### config.mk
export PLATFORM = sky130hd
export DESIGN_NAME = rle_literal_repeat_decoder
export DESIGN_NICKNAME = d
export VERILOG_FILES = /design/src/rtl/rld_pkg.sv /design/src/rtl/rld_emitter.sv /design/src/rtl/rle_literal_repeat_decoder.sv
export SDC_FILE = /design/constraint.sdc
export NUM_CORES = 1
export LEC_CHECK = 0
export BUFFER_PORTS_ARGS = -buffer_cell sky130_fd_sc_hd__buf_2
export CORE_ASPECT_RATIO = 0.75
export CORE_MARGIN = 2
export CORE_UTILIZATION = 55
export CTS_CLUSTER_DIAMETER = 80
export DETAILED_ROUTE_END_ITERATION = 16
export GPL_TIMING_DRIVEN = 0
export MAX_ROUTING_LAYER = met4
export PLACE_DENSITY = 0.77
export SLEW_MARGIN = 20
export SYNTH_ARGS = -nofsm -noshare
export SYNTH_HDL_FRONTEND = slang
export SYNTH_HIERARCHICAL = 1
export SYNTH_SLANG_ARGS = --single-unit
### constraint.sdc
create_clock -name clk -period 12.5 [get_ports clk]
set_input_delay 1.875 -clock clk [delete_from_list [all_inputs] [get_ports clk]]
set_output_delay 1.875 -clock clk [all_outputs]
set_load 0.05 [all_outputs]
### src/rtl/rld_pkg.sv
`timescale 1ns / 1ps
// rld_pkg: shared types and constants for the run-length decoder.
// No dependencies; imported by rld_emitter, rle_literal_repeat_decoder and tb.
package rld_pkg;

  // Decoded element as it appears on the result channel.
  typedef logic [7:0] elem_t;

  // Width of a run count. Headers are one byte with the repeat flag on top.
  localparam int CNT_W          = 7;
  localparam int HDR_REPEAT_BIT = 7;

  // pair_count codes
  localparam logic [1:0] PAIR_ONE = 2'd1;
  localparam logic [1:0] PAIR_TWO = 2'd2;

  // Emit request from the parser to the result emitter.
  typedef struct packed {
    elem_t            elem;
    logic [CNT_W-1:0] count;  // copies of elem to emit, never zero
  } cmd_t;

endpackage

### src/rtl/rld_emitter.sv
`timescale 1ns / 1ps
// rld_emitter: output register plus run counter that expands one emit
// request into results of up to two elements each. Depends on rld_pkg.
module rld_emitter
  import rld_pkg::*;
(
  input  logic       clk,
  input  logic       rst_n,
  input  logic       cmd_valid,
  input  cmd_t       cmd,
  output logic       cmd_ready,
  output logic       out_valid,
  input  logic       out_stall,
  output elem_t      out_first_elem,
  output elem_t      out_second_elem,
  output logic [1:0] out_pair_count,
  output logic       out_run_last
);

  logic             out_valid_r;
  logic [CNT_W-1:0] left_r;
  logic [CNT_W-1:0] left_nxt;
  elem_t            first_r;
  elem_t            second_r;
  logic [1:0]       pair_r;
  logic             last_r;

  logic             out_take;
  logic             load_cmd;
  logic             load_next;
  logic [CNT_W-1:0] operand;
  logic             two;
  elem_t            elem_sel;

  assign out_take  = out_valid_r && !out_stall;
  assign cmd_ready = !out_valid_r || (out_take && (left_r == '0));
  assign load_cmd  = cmd_valid && cmd_ready;
  assign load_next = out_take && (left_r != '0);

  // single shared compare / subtract-by-two unit
  assign operand  = load_cmd ? cmd.count : left_r;
  assign two      = operand >= CNT_W'(2);
  assign left_nxt = two ? (operand - CNT_W'(2)) : '0;
  assign elem_sel = load_cmd ? cmd.elem : first_r;

  always_ff @(posedge clk) begin
    if (!rst_n) begin
      out_valid_r <= 1'b0;
      left_r      <= '0;
    end else begin
      if (load_cmd || load_next) begin
        out_valid_r <= 1'b1;
        left_r      <= left_nxt;
        first_r     <= elem_sel;
        second_r    <= two ? elem_sel : '0;
        pair_r      <= two ? PAIR_TWO : PAIR_ONE;
        last_r      <= (left_nxt == '0);
      end else if (out_take) begin
        out_valid_r <= 1'b0;
      end
    end
  end

  assign out_valid       = out_valid_r;
  assign out_first_elem  = first_r;
  assign out_second_elem = second_r;
  assign out_pair_count  = pair_r;
  assign out_run_last    = last_r;

`ifndef NO_ASSERTIONS
  // pending copies only exist behind a held result
  a_left_needs_valid: assert property (@(posedge clk) disable iff (!rst_n)
    (left_r != '0) |-> out_valid_r)
    else $error("run count pending with empty output register");

  // a result that is not the last must have more copies queued
  a_not_last_has_more: assert property (@(posedge clk) disable iff (!rst_n)
    (out_valid_r && !last_r) |-> (left_r != '0))
    else $error("non-final result with no remaining copies");

  // a single-element result closes its run and carries a zero second element
  a_single_is_last: assert property (@(posedge clk) disable iff (!rst_n)
    (out_valid_r && (pair_r == PAIR_ONE)) |-> (last_r && (second_r == '0)))
    else $error("single-element result malformed");

  // parser never issues a request the emitter cannot take
  a_cmd_taken: assert property (@(posedge clk) disable iff (!rst_n)
    cmd_valid |-> cmd_ready)
    else $error("emit request dropped");
`endif

endmodule

### src/rtl/rle_literal_repeat_decoder.sv
`timescale 1ns / 1ps
// rle_literal_repeat_decoder: top level, header/element parser feeding the
// result emitter. Depends on rld_pkg and rld_emitter.

// Run-length decoder for a byte stream of literal and repeated runs. A header
// byte holds the run length in its low LEN_BITS bits and the repeat flag in
// bit 7. Elements are ELEM_BYTES stream bytes; only the first (low) byte of
// each element is kept. Literal runs emit one single-element result per
// element. A repeated run reads one element and emits it length times, two per
// result; run_last marks the final result caused by a byte. in_block_end
// forces the next byte to be parsed as a header and drops any partial run.
// Every input transaction, header bytes included, waits until the output
// register is empty or its last pending result leaves in that cycle. A
// literal element byte loads one result. A final repeated-element byte loads
// a run of ceil(length/2) results, paced one per cycle by the emitter's
// shared run counter (compare and subtract-by-two) while out_stall is low,
// and the input stalls until the last of them leaves. A zero-length repeat
// loads nothing. A new transaction is accepted in the cycle the last result
// of the previous one leaves the output register.
module rle_literal_repeat_decoder
  import rld_pkg::*;
#(
  parameter int ELEM_BYTES = 1,  // 1..4
  parameter int LEN_BITS   = 7   // 2..7
) (
  input  logic       clk,
  input  logic       rst_n,
  // compressed stream input
  input  logic       in_valid,
  output logic       in_stall,
  input  logic [7:0] in_stream_byte,
  input  logic       in_block_end,
  // decoded result output
  output logic       out_valid,
  input  logic       out_stall,
  output logic [7:0] out_first_elem,
  output logic [7:0] out_second_elem,
  output logic [1:0] out_pair_count,
  output logic       out_run_last
);

  localparam int IDX_W = (ELEM_BYTES > 1) ? $clog2(ELEM_BYTES) : 1;

  typedef enum logic [1:0] {
    PH_HEADER  = 2'd0,
    PH_LITERAL = 2'd1,
    PH_REPEAT  = 2'd2
  } phase_t;

  phase_t              phase_r, phase_nxt;
  logic [LEN_BITS-1:0] remaining_r, remaining_nxt;  // literal elements left / repeat count
  logic [IDX_W-1:0]    idx_r, idx_nxt;              // byte position inside element
  elem_t               elem_r, elem_nxt;            // first byte of current element

  logic                in_accept;
  logic                elem_done;
  logic                cmd_valid;
  logic                cmd_ready;
  cmd_t                cmd;
  logic [LEN_BITS-1:0] hdr_len;

  assign in_stall  = !cmd_ready;
  assign in_accept = in_valid && !in_stall;
  assign elem_done = (idx_r == IDX_W'(ELEM_BYTES - 1));
  assign hdr_len   = in_stream_byte[LEN_BITS-1:0];

  always_comb begin
    phase_nxt     = phase_r;
    remaining_nxt = remaining_r;
    idx_nxt       = idx_r;
    elem_nxt      = elem_r;
    cmd_valid     = 1'b0;
    cmd.elem      = elem_r;
    cmd.count     = CNT_W'(1);
    if (in_accept) begin
      unique case (phase_r) inside
        PH_HEADER: begin
          remaining_nxt = hdr_len;
          idx_nxt       = '0;
          if (in_stream_byte[HDR_REPEAT_BIT]) begin
            phase_nxt = PH_REPEAT;
          end else if (hdr_len != '0) begin
            phase_nxt = PH_LITERAL;
          end
        end
        PH_LITERAL, PH_REPEAT: begin
          if (idx_r == '0) begin
            elem_nxt = in_stream_byte;
            cmd.elem = in_stream_byte;
          end
          if (elem_done) begin
            idx_nxt = '0;
            if (phase_r == PH_REPEAT) begin
              // zero-length repeat consumes the element and emits nothing
              cmd.count     = CNT_W'(remaining_r);
              cmd_valid     = (remaining_r != '0);
              remaining_nxt = '0;
              phase_nxt     = PH_HEADER;
            end else begin
              cmd_valid     = 1'b1;
              remaining_nxt = remaining_r - LEN_BITS'(1);
              if (remaining_r == LEN_BITS'(1)) begin
                phase_nxt = PH_HEADER;
              end
            end
          end else begin
            idx_nxt = idx_r + IDX_W'(1);
          end
        end
        default: begin
          phase_nxt = PH_HEADER;
        end
      endcase
      // block end abandons any partial run or element
      if (in_block_end) begin
        phase_nxt     = PH_HEADER;
        remaining_nxt = '0;
        idx_nxt       = '0;
      end
    end
  end

  always_ff @(posedge clk) begin
    if (!rst_n) begin
      phase_r     <= PH_HEADER;
      remaining_r <= '0;
      idx_r       <= '0;
    end else begin
      phase_r     <= phase_nxt;
      remaining_r <= remaining_nxt;
      idx_r       <= idx_nxt;
    end
    elem_r <= elem_nxt;
  end

  rld_emitter u_emitter (
    .clk             (clk),
    .rst_n           (rst_n),
    .cmd_valid       (cmd_valid),
    .cmd             (cmd),
    .cmd_ready       (cmd_ready),
    .out_valid       (out_valid),
    .out_stall       (out_stall),
    .out_first_elem  (out_first_elem),
    .out_second_elem (out_second_elem),
    .out_pair_count  (out_pair_count),
    .out_run_last    (out_run_last)
  );

`ifndef NO_ASSERTIONS
  // a literal run in progress always has elements left
  a_literal_nonzero: assert property (@(posedge clk) disable iff (!rst_n)
    (phase_r == PH_LITERAL) |-> (remaining_r != '0))
    else $error("literal phase with zero remaining count");

  // an element byte index beyond the first only exists inside a run
  a_idx_in_run: assert property (@(posedge clk) disable iff (!rst_n)
    (idx_r != '0) |-> (phase_r != PH_HEADER))
    else $error("element byte index set while awaiting header");

  // block end always returns the parser to header parsing
  a_block_end_header: assert property (@(posedge clk) disable iff (!rst_n)
    (in_accept && in_block_end) |=> ((phase_r == PH_HEADER) && (remaining_r == '0)))
    else $error("block end did not reset parser");
`endif

endmodule

==> results_dict.tcl <==
set metrics [dict create \
    start_util 0.569 \
    hp-start "u_emitter/left_r[0]" \
    cp-start-kind "input port" \
    dr_total_vias 2040 \
    endpoint_kind "register" \
    p_seq_frac 0.496 \
    grt_pass1_wl_um 9110 \
    pre_cts_ws_ps 6430 \
    antenna_found_initial 0 \
    whs_ps 496 \
    viasPerCell 5.76 \
    grt_usage 0.237 \
    fin_cells 354 \
    fp.dieH_um 62.7 \
    core_area_sq_um 4440 \
    path_clk_slew_ps 80 \
    port_buffers 33 \
    synth_async_sr_flop_share 0 \
    post-place-cells 346 \
    period_needed_ps 5810 \
    synth_area_sq_um 2530 \
    fmax_ghz 0.172 \
    syn_nets 276 \
    worst_slew_pin_slew_ps 880 \
    reg2reg_to "u_emitter/out_second_elem[4]" \
    clk_latency_ps 290 \
    avgSynthCellArea_sq_um 9.88 \
    post-route-util 0.648 \
    hp-class "register to register" \
    cp_top_family "compound AO/OA/AOI/OAI gates" \
    final.period_utilization 0.465 \
    grt_pass1_vias 1986 \
    p_int_w 0.000241 \
    hold_buffers 0 \
    clock_skew_ps 6.71 \
    comb_power_share 0.174 \
    globalRouteOverflowTotal 0 \
    clkPwrFrac 0.330 \
    drv_cap 0 \
    areaGrowthSynthToFinish_pct 13.9 \
    syn_inst 256 \
    tritoncts "yes" \
    r2r_slack_ps 7490 \
    crit_path_max_fanout 12 \
    worstPathArrival_ps 5860 \
    maxSlewHeadroom 0.413 \
    final_antenna_net_count 0 \
    ir_worst_vdd_mv 0.0802 \
    cts_sinks 44 \
    worstPathCellList "buf_2 > o41ai_4 > o211ai_1 > a31oi_1 > clkbuf_1 > and2_1 > buf_6 > mux2i_1 > ha_1 > or3b_2 > nor3_1 > o21ai_0 > mux2_4 > clkbuf_1 > and2_1" \
    final_layout_size_suffix_gt1_frac 0.232 \
    synth_edf_count 27 \
    setup_slack_ps 6690 \
    drt_first_pass_iters 4 \
    required_ps 12550 \
    leakagePower_nw 1.16 \
    status "finished, final reports clean" \
    gp_congestion 0.912 \
    synth_warnings 6 \
    drv_slew 0 \
    cts_buffer_depth 2 \
    holdPathStages 2 \
    synth_seq_cells 44 \
    cts-root-buf "clkbuf_8" \
    num_antenna_cells 0 \
    die_x_um 82.3 \
    finalNetCount 316 \
    whs_endpoint "u_emitter/left_r[0]" \
    grt_max_degree 20 \
    power_density_nw_per_um2 114 \
    drt-initial-drc-count 234 \
    rsz0062_at_grt "no" \
    critPathMaxStageDelay_ps 690 \
    cts_max_level 2 \
    postCtsSetupBuffers 0 \
    ys_types 60 \
    power_switching_w 0.0000874 \
    cts_resized 0 \
    ys_seq_area_frac 0.455 \
    die_area_sq_um 5160 \
    post-dp-hpwl_um 4080 \
    synth-main-ff-cell "edfxtp_1" \
    crit_buf_inv 4 \
    crit_slowest_cell "o41ai_4" \
    ioPinCount 34 \
    crit_type "input port to register" \
    switching_share 0.266 \
    fillers 375 \
    drt-total-wl_um 5400 \
    drcViolationCount 0 \
    routedWlPerCell_um 15.2 \
    regToRegStartpoint "u_emitter/left_r[1]" \
    setup_violations 0 \
    tns_ps 0 \
    rows 21 \
    final_hold_viol_count 0 \
    cts_buffers 5 \
    r2r_cells 15 \
]
[power by group through the flow]
stage	clock [W]	combinational, W	sequential (W)
after global placement	0	0.0000557	0.000166
after CTS	0.000111	0.0000569	0.000163
after floorplan	0	0.0000382	0.000170
after detailed placement	0	0.0000568	0.000166
final	0.000108	0.0000571	0.000163
after global routing	0.000116	0.0000631	0.000164
[worst max path at each step]
| stage | startpoint | end | slack, ps | depth (start not counted) |
|---|---|---|---|---|
| after floorplan | out_stall | u_emitter/out_second_elem[0] | 7220 | 14 |
| after global placement | out_stall | u_emitter/out_second_elem[0] | 6420 | 15 |
| after detailed placement | out_stall | u_emitter/out_second_elem[1] | 6430 | 15 |
| after CTS | out_stall | u_emitter/out_second_elem[1] | 6720 | 15 |
| after global routing | out_stall | u_emitter/out_second_elem[6] | 6420 | 15 |
| final | out_stall | u_emitter/out_second_elem[4] | 6690 | 15 |
[sequential cells by signal, indices dropped and copies added (netlist names)]
signal / count
elem_r: 8
u_emitter/out_first_elem: 8
u_emitter/out_second_elem: 8
remaining_r: 7
u_emitter/left_r: 7
phase_r: 2
u_emitter/out_pair_count: 2
u_emitter/out_run_last: 1
u_emitter/out_valid: 1
[final cells by class]
class / count / area (sq um) / area share
clock buffer: 5 / 68.8 / 0.0239
sequential: 44 / 1150 / 0.400
timing repair buffer: 33 / 165 / 0.0574
clock inverter: 3 / 42.5 / 0.0148
tap: 57 / 71.3 / 0.0248
inverter: 13 / 48.8 / 0.0169
multi-input combinational: 187 / 1250 / 0.433
buffer: 12 / 85.1 / 0.0296
[cell usage in the layout (no fill, tap or decap), drive strengths merged, types with 6 or more instances in the layout]
cell / count
dfxtp: 17
a21oi: 9
buf: 37
nor2: 11
and2: 11
nand3: 8
mux2: 9
nand2: 36
nor2b: 6
o21ai: 14
ha: 7
edfxtp: 27
nor3: 7
clkbuf: 13
and3: 7
inv: 13
[cells by family (layout without fill, tap and decap cells)]
family / Yosys count / count (layout) / share of synthesized area
and+or+nand+nor: 112 / 112 / 0.241
adders and majority gates: 7 / 7 / 0.0346
muxes: 12 / 12 / 0.0534
buffers and inverters: 25 / 66 / 0.0529
DFF: 44 / 44 / 0.455
xor gates and xnor gates: 7 / 7 / 0.0242
AOI/OAI and AO/OA: 49 / 49 / 0.139
[per-layer routing]
layer,up-vias,track usage,routed length (um)
met5,-,-,0
met4,0,0.0563,44
met3,4,0.0434,384
met2,71,0.363,2520
met1,963,0.330,2440
li1,1002,-,-
[synthesized netlist by cell type, types with 2 or more instances]
library cell / count / area share
a21oi_1: 9 / 0.018
nand2b_1: 3 / 0.0074
clkbuf_1: 6 / 0.0089
and3_1: 6 / 0.015
mux2_2: 8 / 0.036
nor2_1: 11 / 0.016
o22ai_1: 4 / 0.0099
xor2_1: 3 / 0.010
or3_1: 4 / 0.0099
nor2b_1: 6 / 0.015
nor3_1: 7 / 0.014
nand2_1: 36 / 0.053
inv_1: 12 / 0.018
nor4_1: 2 / 0.0049
or3b_2: 2 / 0.0069
or4_4: 2 / 0.0089
dfxtp_1: 17 / 0.13
ha_1: 7 / 0.035
clkbuf_8: 2 / 0.011
xnor2_1: 4 / 0.014
nand3b_1: 2 / 0.0059
o2bb2ai_1: 2 / 0.0069
nand4b_1: 2 / 0.0069
o21ai_0: 13 / 0.026
and2_1: 11 / 0.027
buf_6: 2 / 0.0089
a32o_1: 2 / 0.0079
a22oi_1: 3 / 0.0089
mux2i_1: 3 / 0.012
o31a_1: 2 / 0.0069
nand3_1: 8 / 0.016
edfxtp_1: 27 / 0.32
[stage by stage]
stage,area (sq um),power [W]
floorplan,2530,0.000208
global placement,2770,0.000222
detailed placement,2770,0.000223
CTS,2880,0.000331
global route,2880,0.000343
finish,2880,0.000328
[worst reg2reg max path: cells and delay by family, from the launching register on]
kind / cells / cell delay [ps]
and+or+nand+nor: 5 / 1700
AOI/OAI and AO/OA: 4 / 1220
buffers and inverters: 3 / 660
muxes: 2 / 560
DFF: 1 / 360
adders and majority gates: 1 / 270
Note: power is estimated with default switching activity, not from simulation.
